<file path="config.mk">
export PLATFORM = sky130hd
export DESIGN_NAME = mlw_cfg
export DESIGN_NICKNAME = d
export VERILOG_FILES = /design/src/rtl/magnifier_lens_vertex_warp_unit_macros.svh /design/src/rtl/mlw_pkg.sv /design/src/rtl/mlw_cfg.sv
export SDC_FILE = /design/constraint.sdc
export NUM_CORES = 1
export LEC_CHECK = 0
export BUFFER_PORTS_ARGS = -buffer_cell sky130_fd_sc_hd__buf_2
export CAP_MARGIN = 40
export CORE_ASPECT_RATIO = 1.25
export CORE_MARGIN = 2
export CORE_UTILIZATION = 51
export CTS_BUF_LIST = sky130_fd_sc_hd__clkbuf_2 sky130_fd_sc_hd__clkbuf_4 sky130_fd_sc_hd__clkbuf_8
export DETAILED_ROUTE_END_ITERATION = 10
export GPL_TIMING_DRIVEN = 0
export HOLD_SLACK_MARGIN = 0.15
export MAX_ROUTING_LAYER = met4
export PLACE_DENSITY = 0.82
export SLEW_MARGIN = 20
export SYNTH_ARGS = -nofsm -noshare
export SYNTH_HDL_FRONTEND = slang
export SYNTH_SLANG_ARGS = --single-unit
</file>
<file path="constraint.sdc">
create_clock -name i_clk -period 1.39 [get_ports i_clk]
set_input_delay 0.139 -clock i_clk [delete_from_list [all_inputs] [get_ports i_clk]]
set_output_delay 0.139 -clock i_clk [all_outputs]
set_load 0.05 [all_outputs]
</file>
<file path="src/rtl/magnifier_lens_vertex_warp_unit_macros.svh">
// assertion helpers for the file that checks its own logic
`ifndef MAGNIFIER_LENS_VERTEX_WARP_UNIT_MACROS_SVH
`define MAGNIFIER_LENS_VERTEX_WARP_UNIT_MACROS_SVH

`ifndef SYNTHESIS
// same-cycle implication
`define MLW_ASSERT_IMP(lbl, clk, rst_n, ante, cons) \
    lbl: assert property (@(posedge clk) disable iff (!rst_n) (ante) |-> (cons)) \
        else $error("mlw assertion failed");
// next-cycle implication
`define MLW_ASSERT_NEXT(lbl, clk, rst_n, ante, cons) \
    lbl: assert property (@(posedge clk) disable iff (!rst_n) (ante) |=> (cons)) \
        else $error("mlw assertion failed");
`else
`define MLW_ASSERT_IMP(lbl, clk, rst_n, ante, cons)
`define MLW_ASSERT_NEXT(lbl, clk, rst_n, ante, cons)
`endif

`endif

</file>
<file path="src/rtl/mlw_pkg.sv">
`timescale 1ns / 1ps

package mlw_pkg;

    // mesh geometry
    localparam int GRID_POINTS = 16;
    localparam int GRID_DEN    = (GRID_POINTS > 1) ? GRID_POINTS - 1 : 1;
    localparam int GRID_STEP   = 65536 / GRID_DEN;
    localparam int HALF_SPAN   = 32768;
    localparam int IDX_W       = 8;
    localparam int TEX_W       = 17;

    // lens constants
    localparam int LENS_OUTER_SQ = 8028;
    localparam int LENS_INNER_SQ = 2621;
    localparam int LENS_BAND     = LENS_OUTER_SQ - LENS_INNER_SQ;
    localparam int UNITY_ZOOM    = 4096;
    localparam int ZOOM_SH       = 12;
    localparam int ASPECT_SH     = 16;
    localparam int DIST_SH       = 8;
    localparam int Z_INSIDE      = 128;

    // register widths
    localparam int COORD_W    = 32;
    localparam int ZOOM_W     = 16;
    localparam int ASP_W      = 17;
    localparam int Z_W        = 8;
    localparam int CFG_IDX_W  = 3;
    localparam int CFG_DATA_W = 32;

    // datapath widths
    localparam int POS_W    = $clog2(((1 << IDX_W) - 1) * GRID_STEP + 1) + 1;
    localparam int PROD_A_W = POS_W + ASP_W + 1;
    localparam int SC_W     = POS_W + 1;
    localparam int D_W      = ((SC_W > COORD_W) ? SC_W : COORD_W) + 1;
    localparam int Q_W      = D_W - DIST_SH;
    localparam int SQ_W     = 2 * Q_W - 1;
    localparam int DIST_W   = SQ_W + 1;
    localparam int BAND_W   = $clog2(LENS_BAND);
    localparam int ZD_W     = ZOOM_W + 1;
    localparam int MAG_W    = ZD_W - 1 + BAND_W;
    localparam int RECIP_SH = MAG_W + BAND_W;
    localparam int RECIP_W  = MAG_W + 1;
    localparam int QUOT_W   = MAG_W - BAND_W + 1;
    localparam int ZE_W     = ZOOM_W + 2;
    localparam int ZP_W     = D_W + ZE_W;
    localparam int NX_W     = ZP_W - ZOOM_SH + 1;

    // exact reciprocal of the easing band for dividends below 2^MAG_W
    localparam longint RECIP_K =
        ((longint'(1) << RECIP_SH) + longint'(LENS_BAND) - 1) / longint'(LENS_BAND);
    localparam logic [RECIP_W-1:0] RECIP_KV = RECIP_W'(RECIP_K);

    // texture coordinate table, one entry per index value
    typedef logic [TEX_W-1:0] t_tex_lut [0:(1 << IDX_W) - 1];

    function automatic t_tex_lut f_tex_lut();
        t_tex_lut lut;
        for (int i = 0; i < (1 << IDX_W); i++) begin
            lut[i] = TEX_W'((longint'(i) * 65536) / GRID_DEN);
        end
        return lut;
    endfunction

    localparam t_tex_lut TEX_LUT = f_tex_lut();

    // register indexes
    typedef enum logic [CFG_IDX_W-1:0] {
        CFG_FINGER_X     = 3'd0,
        CFG_FINGER_Y     = 3'd1,
        CFG_ZOOM_FACTOR  = 3'd2,
        CFG_ASPECT_SCALE = 3'd3,
        CFG_ASPECT_AXIS  = 3'd4
    } t_cfg_idx;

    typedef struct packed {
        logic signed [COORD_W-1:0] finger_x;
        logic signed [COORD_W-1:0] finger_y;
        logic [ZOOM_W-1:0]         zoom_factor;
        logic [ASP_W-1:0]          aspect_scale;
        logic                      aspect_axis;
    } t_cfg;

    // fields that ride along the whole pipe
    typedef struct packed {
        logic signed [SC_W-1:0] pos_x;
        logic signed [SC_W-1:0] pos_y;
        logic signed [D_W-1:0]  dx;
        logic signed [D_W-1:0]  dy;
        logic [TEX_W-1:0]       tex_u;
        logic [TEX_W-1:0]       tex_v;
    } t_carry;

    typedef struct packed {
        t_carry                c;
        logic signed [Q_W-1:0] qx;
        logic signed [Q_W-1:0] qy;
    } t_place;

    typedef struct packed {
        t_carry                 c;
        logic                   in_lens;
        logic signed [ZE_W-1:0] zoom_eff;
    } t_zoom;

endpackage

</file>
<file path="src/rtl/mlw_cfg.sv">
`timescale 1ns / 1ps

module mlw_cfg (
    input  logic                            i_clk,
    input  logic                            i_rst_n,
    input  logic                            i_cfg_we,
    input  logic [mlw_pkg::CFG_IDX_W-1:0]   i_cfg_idx,
    input  logic [mlw_pkg::CFG_DATA_W-1:0]  i_cfg_data,
    output mlw_pkg::t_cfg                   o_cfg
);

    mlw_pkg::t_cfg r_cfg;
    mlw_pkg::t_cfg n_cfg;

    // register decode, unknown indexes leave everything alone
    always_comb begin
        n_cfg = r_cfg;
        if (i_cfg_we) begin
            unique case (mlw_pkg::t_cfg_idx'(i_cfg_idx))
                mlw_pkg::CFG_FINGER_X:     n_cfg.finger_x = $signed(i_cfg_data);
                mlw_pkg::CFG_FINGER_Y:     n_cfg.finger_y = $signed(i_cfg_data);
                mlw_pkg::CFG_ZOOM_FACTOR:
                    n_cfg.zoom_factor = i_cfg_data[mlw_pkg::ZOOM_W-1:0];
                mlw_pkg::CFG_ASPECT_SCALE:
                    n_cfg.aspect_scale = i_cfg_data[mlw_pkg::ASP_W-1:0];
                mlw_pkg::CFG_ASPECT_AXIS:  n_cfg.aspect_axis = i_cfg_data[0];
                default:                   n_cfg = r_cfg;
            endcase
        end
    end

    always_ff @(posedge i_clk) begin
        if (!i_rst_n) begin
            r_cfg.finger_x     <= '0;
            r_cfg.finger_y     <= '0;
            r_cfg.zoom_factor  <= mlw_pkg::ZOOM_W'(mlw_pkg::UNITY_ZOOM);
            r_cfg.aspect_scale <= mlw_pkg::ASP_W'(65536);
            r_cfg.aspect_axis  <= 1'b0;
        end else begin
            r_cfg <= n_cfg;
        end
    end

    assign o_cfg = r_cfg;

endmodule

</file>
# Word level (Yosys, flattened, before mapping)
# Cells that the tools add are included.
[classes] eq_ne=4 n_reduce_logical=6
[ops] cell="AND reduction 2 bit" n=5
[ops] cell="== test 3 x 2 -> 1 bit, second input constant" n=2
[ops] cell="== test 3 x 1 -> 1 bit, second input constant" n=1
[ops] cell="== test 3 bit, second input constant" n=1
[ops] cell="zero test 3 bit" n=1
[word_totals] out_inout_bits=98 reg_bits=98 wordCells=15 inputBits=38

# Logic depth before layout (Yosys ltp)
[depth] depth_word=2 ltp_mapped=5 mapped_depth_nobuf=2

# Worst setup path after synthesis
# OpenSTA, ideal clock, no wires.
[synth_path] path_kind="in2reg" from="in i_cfg_idx[0] in the netlist's numbering" to="reg r_cfg (netlist bit o_cfg[66])" slack_ns=0.363 arrival_ns=0.956 path_stages=3 setup_time_ns=0.072 cell_sequence="nor4b_4 buf_6 mux2i_1"
[synth_via] elab_chain_cells=2
[synth_lines] element="start, declared" line_no="mlw_cfg.sv:7" text="input logic [mlw_pkg::CFG_IDX_W-1:0] i_cfg_idx,"
[synth_lines] element="zero test 3 bit" line_no="mlw_cfg.sv:19" text="unique case (mlw_pkg::t_cfg_idx'(i_cfg_idx))"
[synth_lines] element="AND reduction 2 bit (no line)"
[synth_lines] element="end signal, assigned" line_no="mlw_cfg.sv:40" text="r_cfg <= n_cfg;"
[synth_lines] element="end, declared" line_no="mlw_cfg.sv:12" text="mlw_pkg::t_cfg r_cfg;"
# Every way passes these cells.
# A chain may end at the register's enable or synchronous reset.

# Worst setup path after layout
[layout_path] from="reg r_cfg (netlist bit o_cfg[16])" to="out o_cfg[16] in the netlist's numbering"
[layout_rtl] element="end, declared" line_no="mlw_cfg.sv:9" text="output mlw_pkg::t_cfg o_cfg"
# No word-level cell between the ends.

==> run_results.csv <==
group,metric,value,unit
drt,wl_per_cell,15.5,µm
finish,number_of_nets_in_the_final_layout,572,
timing,final.min_clock_period,1.14,ns
drt,routed_via_density,5.04,
worst_setup_path,ff2ff_setup_slack,0.72,ns
worst_setup_path,timing.critical_path.buf_inv,1,
timing,final.period_utilization,82.2,%
timing,final_hold_vios,0,
status,outcome,"completed",
hold_path,min-delay-path-class,"input port to register",
timing,unrepaired_setup_endpoints_after_global_routing,"false",
cts,tritoncts,"done",
worst_setup_path,number_of_cells_on_the_worst_reg_to_reg_path,2,
floorplanning,die_height,98.9,µm
cts,cts_made_buffers,9,
drt,dr_total_vias,3172,
worst_setup_path,critPathLaunchType,"register",
worst_setup_path,cpPeakStageDelay,0.37,ns
worst_setup_path,critPathRequiredTime,1.25,ns
floorplanning,floorplan.die_area,7900,µm²
power_and_ir_drop,leakagePower,2.64,nW
power_and_ir_drop,power.ir.vdd_worst,0.000672,V
synthesis,synth_cell_type_count,13,
drt,drc,0,
floorplanning,top_level_ports,136,
drt,detailedRoute.firstPassIterationCount,4,
run,maxCapViolations,0,
synthesis,syn_nets,397,
finish,layout.area.seq,1960,µm²
worst_setup_path,critPathArrivalTime,1.00,ns
synthesis,synth.cell_area,3670,µm²
cts,cts_buffer_depth,2,
global_route,global_route.overflow_total,0,
worst_setup_path,crit_path_end_kind,"output pin",
placed_design,routabilityCongestion,0.824,
drt,antenna_left,0,
timing,slew_violations,0,
cts,cts.htree.levels,3,
global_route,grt.total_usage,25.8,%
drt,drt_wl_total,9760,µm
global_route,grt_max_degree,16,
cts,clock_sink_count,98,
finish,layout-area-overhead-vs-synth,34.7,%
finish,antenna-diode-count,0,
worst_setup_path,critical_path.cell_chain,"buf_2",
worst_setup_path,critical_path.max_fanout,2,
floorplanning,die_x,79.9,µm
synthesis,synth_area_per_cell,10.2,µm²
worst_setup_path,crit_path_class,"register to output pin",
synthesis,yosysSeqAreaShare,53.4,%
timing,worst_pin_slew,0.568,ns
finish,largest_reg_flops,98,
synthesis,yosys_register_bits,98,
global_route,grt_pass1_wl,15500,µm
worst_setup_path,worstSetupEndpoint,"o_cfg[16]",
timing,timing.final.setup_violations,0,
floorplanning,fp.coreArea,6980,µm²
timing,final_critical_path_setup_slack,0.247,ns
worst_setup_path,worstReg2RegEnd,"o_cfg[17]",
timing,clock.fmax,875,MHz
placed_design,io_buffers,134,
drt,drt_iter0_markers,82,
worst_setup_path,crit_path_start,"o_cfg[16]",
finish,final.fill_count,526,
cts,cts_root_buf,"clkbuf_8",
cts,clkSlewWorstSetupHoldPaths,0.09,ns
placed_design,dpl_worst_slack,-0.0321,ns
worst_setup_path,worst_path_dominant_cell_family,"flip-flops",
worst_setup_path,reg2reg_from,"o_cfg[17]",
floorplanning,initial_utilization,52.7,%
finish,multi_input_area,1550,µm²
worst_setup_path,critical_path.slowest_cell,"dfxtp_1",
timing,finalClockSkew,0,ns
finish,drive_gt1_share,31.7,%
worst_setup_path,critical_path_depth,1,
synthesis,synth_cells,359,
global_route,grt_antenna_before_repair,0,
finish,finalCoreUtilization,70.9,%
floorplanning,std_cell_rows,34,
global_route,first_global_vias,3298,
cts,clk_latency,0.35,ns
cts,ctsResizeCount,0,
power_and_ir_drop,power_per_cell_area,1080,nW/µm²
timing,slew_headroom,62.1,%
synthesis,yosys_warnings,0,
placed_design,hpwl,6740,µm
[Yosys cell counts]
library cell  instances  area (µm²)
nand2_1             128         480
dfxtp_1              98        1960
mux2i_1              98         981
buf_2                 9        45.0
buf_4                 7        52.6
clkbuf_1              5        18.8
nor2b_1               4        25.0
buf_6                 3        33.8
buf_1                 2        7.51
nand4bb_1             2        22.5
and4bb_2              1        12.5
nand4b_1              1        8.76
nor4b_4               1        23.8
[area by class of cell]
class	count	share of cell area, %
multi-input combinational	235	31.4
tap	90	2.28
sequential	98	39.7
timing repair buffer	164	19.6
buffer	26	3.19
clock buffer	13	3.36
clock inverter	3	0.481
[cell usage in the layout (no fill, tap or decap)]
cell type	instances
and4bb_2	1
buf_4	7
buf_2	143
clkinv_4	1
dfxtp_1	98
buf_1	2
nand4bb_1	2
dlygate4sd3_1	30
clkbuf_4	2
clkinvlp_4	2
nor2b_1	4
clkbuf_8	11
buf_6	3
nand2_1	128
mux2i_1	98
nor4b_4	1
clkbuf_1	5
nand4b_1	1
[routing by layer]
layer	up-vias	routed length (µm)	global-route usage, %
met4	0	209	9.52
met3	21	551	3.48
met1	1507	4050	28.9
met2	119	4950	45.9
li1	1525	-	-
met5	-	0	-
[cell families (layout without fill, tap and decap cells)]
logic type	Yosys count	after routing	synth area share, %
multiplexers	98	98	26.7
AND/OR/NAND/NOR	137	137	15.6
flip-flops	98	98	53.4
buffers and inverters	26	206	4.29
[stage by stage]
step                hold WS [ns]  TNS, ns  cell area [µm²]  std cells  total power [mW]
floorplan                  0.299        0             3670        359              3.39
global placement           0.410        0             4460        583              3.57
detailed placement         0.418  -0.0655             4460        583              3.58
CTS                        0.154        0             4950        629              5.34
global route               0.164        0             4950        629              5.49
finish                     0.157        0             4950        629              5.33
[how the worst min path moves through the flow]
stage / start / to / cells past startpoint
2_1_floorplan: i_cfg_data[16] / o_cfg[17] / 2
3_3_place_gp: i_cfg_data[24] / o_cfg[58] / 3
3_5_place_dp: i_cfg_data[21] / o_cfg[55] / 3
4_1_cts: i_cfg_idx[2] / o_cfg[88] / 3
5_1_grt: i_cfg_idx[2] / o_cfg[88] / 3
6_report: i_cfg_data[13] / o_cfg[47] / 3
[report_power, final]
part | switching (mW) | internal, mW
registers | 0.0310 | 2.87
clock network | 0.952 | 0.794
logic | 0.456 | 0.230
[timing repair]
item,in CTS,in global routing
hold buffers,30,0
buffers inserted,0,0
endpoints found under the hold margin,85,0
Note: power is estimated with default switching activity, not from simulation.
