[src/rtl/magnifier_lens_vertex_warp_unit_macros.svh]
// assertion helpers for the file that checks its own logic
`ifndef MAGNIFIER_LENS_VERTEX_WARP_UNIT_MACROS_SVH
`define MAGNIFIER_LENS_VERTEX_WARP_UNIT_MACROS_SVH

`ifndef SYNTHESIS
// same-cycle implication
`define MLW_ASSERT_IMP(lbl, clk, rst_n, ante, cons) \
    lbl: assert property (@(posedge clk) disable iff (!rst_n) (ante) |-> (cons)) \
        else $error("mlw assertion failed");
// next-cycle implication
`define MLW_ASSERT_NEXT(lbl, clk, rst_n, ante, cons) \
    lbl: assert property (@(posedge clk) disable iff (!rst_n) (ante) |=> (cons)) \
        else $error("mlw assertion failed");
`else
`define MLW_ASSERT_IMP(lbl, clk, rst_n, ante, cons)
`define MLW_ASSERT_NEXT(lbl, clk, rst_n, ante, cons)
`endif

`endif

[src/rtl/mlw_pkg.sv]
`timescale 1ns / 1ps

package mlw_pkg;

    // mesh geometry
    localparam int GRID_POINTS = 16;
    localparam int GRID_DEN    = (GRID_POINTS > 1) ? GRID_POINTS - 1 : 1;
    localparam int GRID_STEP   = 65536 / GRID_DEN;
    localparam int HALF_SPAN   = 32768;
    localparam int IDX_W       = 8;
    localparam int TEX_W       = 17;

    // lens constants
    localparam int LENS_OUTER_SQ = 8028;
    localparam int LENS_INNER_SQ = 2621;
    localparam int LENS_BAND     = LENS_OUTER_SQ - LENS_INNER_SQ;
    localparam int UNITY_ZOOM    = 4096;
    localparam int ZOOM_SH       = 12;
    localparam int ASPECT_SH     = 16;
    localparam int DIST_SH       = 8;
    localparam int Z_INSIDE      = 128;

    // register widths
    localparam int COORD_W    = 32;
    localparam int ZOOM_W     = 16;
    localparam int ASP_W      = 17;
    localparam int Z_W        = 8;
    localparam int CFG_IDX_W  = 3;
    localparam int CFG_DATA_W = 32;

    // datapath widths
    localparam int POS_W    = $clog2(((1 << IDX_W) - 1) * GRID_STEP + 1) + 1;
    localparam int PROD_A_W = POS_W + ASP_W + 1;
    localparam int SC_W     = POS_W + 1;
    localparam int D_W      = ((SC_W > COORD_W) ? SC_W : COORD_W) + 1;
    localparam int Q_W      = D_W - DIST_SH;
    localparam int SQ_W     = 2 * Q_W - 1;
    localparam int DIST_W   = SQ_W + 1;
    localparam int BAND_W   = $clog2(LENS_BAND);
    localparam int ZD_W     = ZOOM_W + 1;
    localparam int MAG_W    = ZD_W - 1 + BAND_W;
    localparam int RECIP_SH = MAG_W + BAND_W;
    localparam int RECIP_W  = MAG_W + 1;
    localparam int QUOT_W   = MAG_W - BAND_W + 1;
    localparam int ZE_W     = ZOOM_W + 2;
    localparam int ZP_W     = D_W + ZE_W;
    localparam int NX_W     = ZP_W - ZOOM_SH + 1;

    // exact reciprocal of the easing band for dividends below 2^MAG_W
    localparam longint RECIP_K =
        ((longint'(1) << RECIP_SH) + longint'(LENS_BAND) - 1) / longint'(LENS_BAND);
    localparam logic [RECIP_W-1:0] RECIP_KV = RECIP_W'(RECIP_K);

    // texture coordinate table, one entry per index value
    typedef logic [TEX_W-1:0] t_tex_lut [0:(1 << IDX_W) - 1];

    function automatic t_tex_lut f_tex_lut();
        t_tex_lut lut;
        for (int i = 0; i < (1 << IDX_W); i++) begin
            lut[i] = TEX_W'((longint'(i) * 65536) / GRID_DEN);
        end
        return lut;
    endfunction

    localparam t_tex_lut TEX_LUT = f_tex_lut();

    // register indexes
    typedef enum logic [CFG_IDX_W-1:0] {
        CFG_FINGER_X     = 3'd0,
        CFG_FINGER_Y     = 3'd1,
        CFG_ZOOM_FACTOR  = 3'd2,
        CFG_ASPECT_SCALE = 3'd3,
        CFG_ASPECT_AXIS  = 3'd4
    } t_cfg_idx;

    typedef struct packed {
        logic signed [COORD_W-1:0] finger_x;
        logic signed [COORD_W-1:0] finger_y;
        logic [ZOOM_W-1:0]         zoom_factor;
        logic [ASP_W-1:0]          aspect_scale;
        logic                      aspect_axis;
    } t_cfg;

    // fields that ride along the whole pipe
    typedef struct packed {
        logic signed [SC_W-1:0] pos_x;
        logic signed [SC_W-1:0] pos_y;
        logic signed [D_W-1:0]  dx;
        logic signed [D_W-1:0]  dy;
        logic [TEX_W-1:0]       tex_u;
        logic [TEX_W-1:0]       tex_v;
    } t_carry;

    typedef struct packed {
        t_carry                c;
        logic signed [Q_W-1:0] qx;
        logic signed [Q_W-1:0] qy;
    } t_place;

    typedef struct packed {
        t_carry                 c;
        logic                   in_lens;
        logic signed [ZE_W-1:0] zoom_eff;
    } t_zoom;

endpackage

[src/rtl/mlw_apply.sv]
`timescale 1ns / 1ps

module mlw_apply (
    input  logic                                i_clk,
    input  logic                                i_rst_n,
    input  mlw_pkg::t_cfg                       i_cfg,
    input  logic                                i_valid,
    output logic                                o_ready,
    input  mlw_pkg::t_zoom                      i_data,
    output logic                                o_valid,
    input  logic                                i_ready,
    output logic signed [mlw_pkg::COORD_W-1:0]  o_vert_x,
    output logic signed [mlw_pkg::COORD_W-1:0]  o_vert_y,
    output logic [mlw_pkg::Z_W-1:0]             o_vert_z,
    output logic [mlw_pkg::TEX_W-1:0]           o_tex_u,
    output logic [mlw_pkg::TEX_W-1:0]           o_tex_v
);

    localparam int ZP_W    = mlw_pkg::ZP_W;
    localparam int NX_W    = mlw_pkg::NX_W;
    localparam int COORD_W = mlw_pkg::COORD_W;
    localparam int SC_W    = mlw_pkg::SC_W;
    localparam logic signed [ZP_W-1:0] Z_RND  = ZP_W'((1 << mlw_pkg::ZOOM_SH) - 1);
    localparam logic signed [NX_W-1:0] SAT_HI = NX_W'(32'sh7FFF_FFFF);
    localparam logic signed [NX_W-1:0] SAT_LO = NX_W'(32'sh8000_0000);

    // stage 8: zoomed offsets
    logic                           r_s8_v;
    logic signed [ZP_W-1:0]         r_s8_px;
    logic signed [ZP_W-1:0]         r_s8_py;
    logic signed [SC_W-1:0]         r_s8_pos_x;
    logic signed [SC_W-1:0]         r_s8_pos_y;
    logic                           r_s8_inside;
    logic [mlw_pkg::TEX_W-1:0]      r_s8_tex_u;
    logic [mlw_pkg::TEX_W-1:0]      r_s8_tex_v;
    // stage 9: output beat
    logic                           r_s9_v;
    logic signed [COORD_W-1:0]      r_s9_x;
    logic signed [COORD_W-1:0]      r_s9_y;
    logic [mlw_pkg::Z_W-1:0]        r_s9_z;
    logic [mlw_pkg::TEX_W-1:0]      r_s9_tex_u;
    logic [mlw_pkg::TEX_W-1:0]      r_s9_tex_v;

    logic                           w_rdy8;
    logic                           w_rdy9;
    logic signed [ZP_W-1:0]         w_px;
    logic signed [ZP_W-1:0]         w_py;
    logic signed [ZP_W-1:0]         w_px_adj;
    logic signed [ZP_W-1:0]         w_py_adj;
    logic signed [NX_W-1:0]         w_nx;
    logic signed [NX_W-1:0]         w_ny;
    logic signed [NX_W-1:0]         w_vx;
    logic signed [NX_W-1:0]         w_vy;
    logic signed [COORD_W-1:0]      w_sx;
    logic signed [COORD_W-1:0]      w_sy;

    // stall chain
    assign w_rdy9  = !r_s9_v || i_ready;
    assign w_rdy8  = !r_s8_v || w_rdy9;
    assign o_ready = w_rdy8;

    // offset times effective zoom
    always_comb begin
        w_px = $signed(i_data.c.dx) * $signed(i_data.zoom_eff);
        w_py = $signed(i_data.c.dy) * $signed(i_data.zoom_eff);
    end

    // drop the zoom fraction toward zero, pull back from the finger, saturate
    always_comb begin
        w_px_adj = r_s8_px + (r_s8_px[ZP_W-1] ? Z_RND : '0);
        w_py_adj = r_s8_py + (r_s8_py[ZP_W-1] ? Z_RND : '0);
        w_nx = NX_W'($signed(i_cfg.finger_x)) - NX_W'(w_px_adj >>> mlw_pkg::ZOOM_SH);
        w_ny = NX_W'($signed(i_cfg.finger_y)) - NX_W'(w_py_adj >>> mlw_pkg::ZOOM_SH);
        w_vx = r_s8_inside ? w_nx : NX_W'(r_s8_pos_x);
        w_vy = r_s8_inside ? w_ny : NX_W'(r_s8_pos_y);
        if (w_vx > SAT_HI) begin
            w_sx = COORD_W'(SAT_HI);
        end else if (w_vx < SAT_LO) begin
            w_sx = COORD_W'(SAT_LO);
        end else begin
            w_sx = COORD_W'(w_vx);
        end
        if (w_vy > SAT_HI) begin
            w_sy = COORD_W'(SAT_HI);
        end else if (w_vy < SAT_LO) begin
            w_sy = COORD_W'(SAT_LO);
        end else begin
            w_sy = COORD_W'(w_vy);
        end
    end

    always_ff @(posedge i_clk) begin
        if (!i_rst_n) begin
            r_s8_v <= 1'b0;
            r_s9_v <= 1'b0;
        end else begin
            if (w_rdy8) begin
                r_s8_v <= i_valid;
            end
            if (w_rdy9) begin
                r_s9_v <= r_s8_v;
            end
        end
    end

    always_ff @(posedge i_clk) begin
        if (w_rdy8) begin
            r_s8_px     <= w_px;
            r_s8_py     <= w_py;
            r_s8_pos_x  <= i_data.c.pos_x;
            r_s8_pos_y  <= i_data.c.pos_y;
            r_s8_inside <= i_data.in_lens;
            r_s8_tex_u  <= i_data.c.tex_u;
            r_s8_tex_v  <= i_data.c.tex_v;
        end
        if (w_rdy9) begin
            r_s9_x     <= w_sx;
            r_s9_y     <= w_sy;
            r_s9_z     <= r_s8_inside ? mlw_pkg::Z_W'(mlw_pkg::Z_INSIDE) : '0;
            r_s9_tex_u <= r_s8_tex_u;
            r_s9_tex_v <= r_s8_tex_v;
        end
    end

    assign o_valid  = r_s9_v;
    assign o_vert_x = r_s9_x;
    assign o_vert_y = r_s9_y;
    assign o_vert_z = r_s9_z;
    assign o_tex_u  = r_s9_tex_u;
    assign o_tex_v  = r_s9_tex_v;

endmodule

[config.mk]
export PLATFORM = sky130hd
export DESIGN_NAME = mlw_apply
export DESIGN_NICKNAME = d
export VERILOG_FILES = /design/src/rtl/magnifier_lens_vertex_warp_unit_macros.svh /design/src/rtl/mlw_pkg.sv /design/src/rtl/mlw_apply.sv
export SDC_FILE = /design/constraint.sdc
export NUM_CORES = 2
export LEC_CHECK = 0
export ABC_AREA = 1
export BUFFER_PORTS_ARGS = -buffer_cell sky130_fd_sc_hd__buf_2
export CAP_MARGIN = 20
export CORE_UTILIZATION = 37
export CTS_CLUSTER_SIZE = 8
export DETAILED_ROUTE_END_ITERATION = 12
export GPL_TIMING_DRIVEN = 1
export HOLD_SLACK_MARGIN = 0.08
export PLACE_DENSITY = 0.5
export SYNTH_ARGS = -nofsm -noshare
export SYNTH_HDL_FRONTEND = slang
export SYNTH_SLANG_ARGS = --single-unit
[constraint.sdc]
create_clock -name i_clk -period 18.5 [get_ports i_clk]
set_input_delay 3.7 -clock i_clk [delete_from_list [all_inputs] [get_ports i_clk]]
set_output_delay 3.7 -clock i_clk [all_outputs]
set_load 0.05 [all_outputs]
-- Word level (Yosys, flattened, before mapping)
Cells that the tools add are included.
- register bits: 291
- latch bits: 0
- RAM bits: 0
- bits in read-only memories: 0
- input bits: 267
- output and inout port bits: 108
- logic and storage cells: 35
- memories: 0
- $add $sub $neg: 4
- $mul: 2
- divide/modulo/power cells: 0
- order comparisons: 4
- equality and inequality tests: 0
- shift operators: 0
- multiplexer cells: 7
- bitwise gates (word level): 0
- reduce and logical (&&, ||, !) cells: 4
- operators by type and width (kind ; count):
    adder 51 x 12 -> 51 bit ; 2
    multiplier 33 x 18 -> 51 bit ; 2
    > comparator 40 x 32 -> 1 bit (second input constant) ; 2
    less-than comparator 40 x 32 -> 1 bit (second input constant) ; 2
    2-to-1 mux 40 bit ; 2
    subtractor 32 x 39 -> 40 bit ; 2
    2-to-1 mux 32 bit ; 2
    2-to-1 mux 12 bit ; 2
    2-to-1 mux 8 bit ; 1
    logical NOT 1 bit ; 2
    logical OR 1 bit ; 2

-- Depth between registers and ports, before layout
- word-level depth: 6
- mapped depth: 34
- gate-level depth less buffers: 33

-- Worst setup path before layout
No wires, ideal clock.
- kind: input to output
- from: input i_ready
- to: output o_ready
- data arrival time: 8.243 ns
- data required time: 14.800 ns
- slack: 6.557 ns
- cell stages on the path: 2
- path buffers: 0
- path through: inv_1 -> nand3_1
- word-level cells in the longest chain between the ends: 2
- RTL lines (element ; line ; source):
    start: declaration ; mlw_apply.sv:11 ; input logic i_ready,
    logical OR 1 bit ; mlw_apply.sv:58 ; assign w_rdy9 = !r_s9_v || i_ready;
    logical OR 1 bit ; mlw_apply.sv:59 ; assign w_rdy8 = !r_s8_v || w_rdy9;
    end: declaration ; mlw_apply.sv:8 ; output logic o_ready,
No other way between the ends.

-- Worst setup path after layout
- from: input i_data[3] (netlist name)
- to: register r_s8_py[47] (data pin)
- word-level cells in the longest chain between the ends: 1
- RTL lines (element ; line ; source):
    start: declaration ; mlw_apply.sv:9 ; input mlw_pkg::t_zoom i_data,
    multiplier 33 x 18 -> 51 bit ; mlw_apply.sv:65 ; w_py = $signed(i_data.c.dy) * $signed(i_data.zoom_eff);
    named net w_py[47] ; mlw_apply.sv:47 ; logic signed [ZP_W-1:0] w_py;
    end signal: assignment ; mlw_apply.sv:109 ; r_s8_py <= w_py;
    end: declaration ; mlw_apply.sv:30 ; logic signed [ZP_W-1:0] r_s8_py;
The timed path passes the listed nets, and every way through them passes these cells.
A chain may end at the register's enable or synchronous reset.

==> summary.md <==
| Metric | Value |
|---|---|
| Final critical-path required period | 10.23 ns |
| Fillers | 16,720 |
| Startpoint Class | primary input |
| Max Cap Violations | 0 |
| Max-slew violations | 0 |
| Avg WL per Cell | 18.07 µm |
| Post-route ant nets | 0 |
| CP max FO | 37 |
| DRC viols | 0 |
| Final setup violation count | 0 |
| First-pass GRT wire length | approximately 280,000 µm |
| Clock Latency Late Sink | 0.56 ns |
| Critical path class | primary input to flip-flop |
| Post-synth EDFFs | 282 |
| Worst slew margin | 0.2736 |
| FP Rows | about 150 |
| Clk sinks | 284 |
| Seq/Total Area, Yosys | 0.1416 |
| Setup bufs post-CTS | 0 |
| Top cells by count, synth | nand2_1 (2,082), inv_1 (1,982), fa_1 (1,140) |
| Part of the cycle the worst path needs | 0.5528 |
| PortBufs | between 300 and 400 |
| Worst-margin pin slew | 1.090 ns |
| Detailed Place HPWL | 144,600 µm |
| Overflow after GRT | 0 |
| Initial core utilization | 0.3734 |
| Post-CTS sizing | 0 |
| Status | finished clean |
| Layout cell share with drive strength beyond 1 | 0.06321 |
| Nets | about 9,400 |
| DIE AREA | around 160,000 µm² |
| Fmax | about 0.098 GHz |
| Synthesized netlist cell count | ~7,600 |
| Top FF cell, synth | edfxtp_1 |
| Area of the core | 160,900 µm² |
| Synth top area cells | fa_1 (38%), edfxtp_1 (14%), nand2_1 (13%) |
| Final Hold Vio Count | 0 |
| Met2 Use GR | 0.3539 |
| Met3 GRT Util | 0.03032 |
| Critical Path AT | 10.52 ns |
| Drt initial violations | 3,151 |
| Grt peak-use layer | met2 |
| Initial antenna violation count | 24 |
| CTS tree | done |
| Share of the synthesized area in the top cell type | 0.3797 |
| Die height | 405.0 µm |
| Number of H-tree levels | 2 |
| Largest net degree at the start of global routing | 71 |
| Clk_skew | 0.02209 ns |
| FFs w/ async S/R, synth | 0 |
| Global placement routability congestion | 0.8898 |
| RSZ-0062 raised after global routing | false |
| HP Class | flip-flop to flip-flop |
| I/O pin total | 375 |
| Syn Area/Cell | slightly below 8 µm² |
| Critical path capture point type | flip-flop |
| Area grow syn2layout | 7.664% |
| Hold wc startpoint | r_s8_tex_u[1] |
| Most frequent cell after synthesis | nand2_1 |
| CTS Hold Bufs | 0 |
| Die Wd | between 400 and 500 µm |
| #FFs+latches synth | around 280 |
| Met1 GRT Util | 0.3207 |
| Initial DRT Pass Iterations | 5 |
| Total of warnings raised by yosys | 0 |
| Critical path required time | 18.79 ns |
| Setup TNS | 0 ns |
| Worst-path clk slew | roughly 0.050 ns |
| Drt total wl | 178,400 µm |
| Cell Area, Synth | 60,100 µm² |
| Vias post-DR | 47,630 |
| Vias in the first global route | a little under 50,000 |
| Cts bufs inserted | 42 |
| Worst r2r src | r_s8_py[50] |
| Synth area leader | fa_1 |
| Overall routing resource usage | 0.2201 |
| Clk root buf | clkbuf_16 |
| Synth unique cells | 47 |
| Reg2reg setup slack | 12.72 ns |
| DR vias/cell | 4.825 |
| Clock Path Buffers | 3 |
| Worst Setup SP | i_data[3] |
## cells in the final DEF (no fill, tap or decap), types with 3 or more instances in the layout
master,instances
nor3_1,52
nor4_1,12
buf_2,333
a21boi_0,4
a21o_1,14
a31oi_1,32
ha_1,346
clkbuf_1,20
clkbuf_16,42
nor2_1,390
and3_1,6
xor2_1,127
nor2_2,5
edfxtp_1,282
nand3_2,4
o21ai_0,150
o211ai_1,8
xnor2_1,74
nand2_1,2081
o31ai_1,6
o21bai_1,27
nor3_2,5
or2_2,52
diode_2,8
nand2_2,7
a21oi_1,228
nand3_1,135
nand4_1,55
inv_2,3
inv_1,1980
buf_4,24
fa_1,1140
conb_1,7
o21a_1,24
o21ai_1,3
## critical path, cell delays in order
cell,delay [ns]
buf_2,0.65
buf_4,0.61
nand2_1,0.18
inv_1,0.16
fa_1,0.50
inv_1,0.19
fa_1,0.48
fa_1,0.50
fa_1,0.52
fa_1,0.49
inv_1,0.05
fa_1,0.51
ha_1,0.40
nand2_1,0.11
nor2_1,0.25
inv_1,0.11
nor4_1,0.40
nand3_1,0.13
nand3_1,0.21
a31oi_1,0.12
xor2_1,0.16
## stage by stage
step                hold WS, ns  instances  setup slack (ns)  area (µm²)  utilization
global placement         0.4003       9796             7.694       63480       0.3945
floorplan                0.4003       7570             6.557       60120            -
CTS                      0.4124       9864             8.339       64680       0.4019
detailed placement       0.4052       9796             7.727       63480       0.3945
finish                   0.4111       9872             8.272       64700       0.4020
global route             0.4150       9866             7.938       64690       0.4020
## path summary, 6_finish.rpt
check                           cells after the start      endpoint
worst max-delay path                               21   r_s8_py[47]
worst min register to register                      0    o_tex_u[1]
worst min-delay path                                0    o_tex_u[1]
worst max register to register                     27  o_vert_y[14]
## sequential cells by signal, indices dropped and copies added, names as in the netlist, 17 cells and up
name,flops
o_tex_u,17
o_tex_v,17
o_vert_x,32
o_vert_y,32
r_s8_pos_x,23
r_s8_pos_y,23
r_s8_px,51
r_s8_py,51
r_s8_tex_u,17
r_s8_tex_v,17
## area by class of cell
| class | instances | area, µm² | area share |
|---|---|---|---|
| Antenna cell | 8 | 20.02 | 0.0003094 |
| Multi-Input combinational cell | 5010 | 42970 | 0.6641 |
| Sequential cell | 284 | 8508 | 0.1315 |
| Inverter | 1985 | 7452 | 0.1152 |
| Timing Repair Buffer | 357 | 1847 | 0.02854 |
| Tap cell | 2160 | 2703 | 0.04177 |
| Clock buffer | 62 | 1126 | 0.01740 |
| Clock inverter | 6 | 75.07 | 0.001160 |
## routing by layer
layer / vias to the layer above / part of all wire
li1: 22330 / -
met1: 23820 / 0.48
met2: 1284 / 0.45
met3: 168 / 0.062
met4: 32 / 0.013
met5: - / 0.0011
## logic make-up after synthesis
kind of cell	Yosys count	share of synthesized area
other	1	0.00006240
AOI/OAI and AO/OA	505	0.04672
adders and majority gates	1486	0.4518
and+or+nand+nor	2811	0.1865
buffers and inverters	2276	0.1441
DFF	284	0.1416
xor gates and xnor gates	201	0.02929
Power is not shown: default switching activity piles up to over one toggle a cycle in this logic, so the estimate is an artifact.
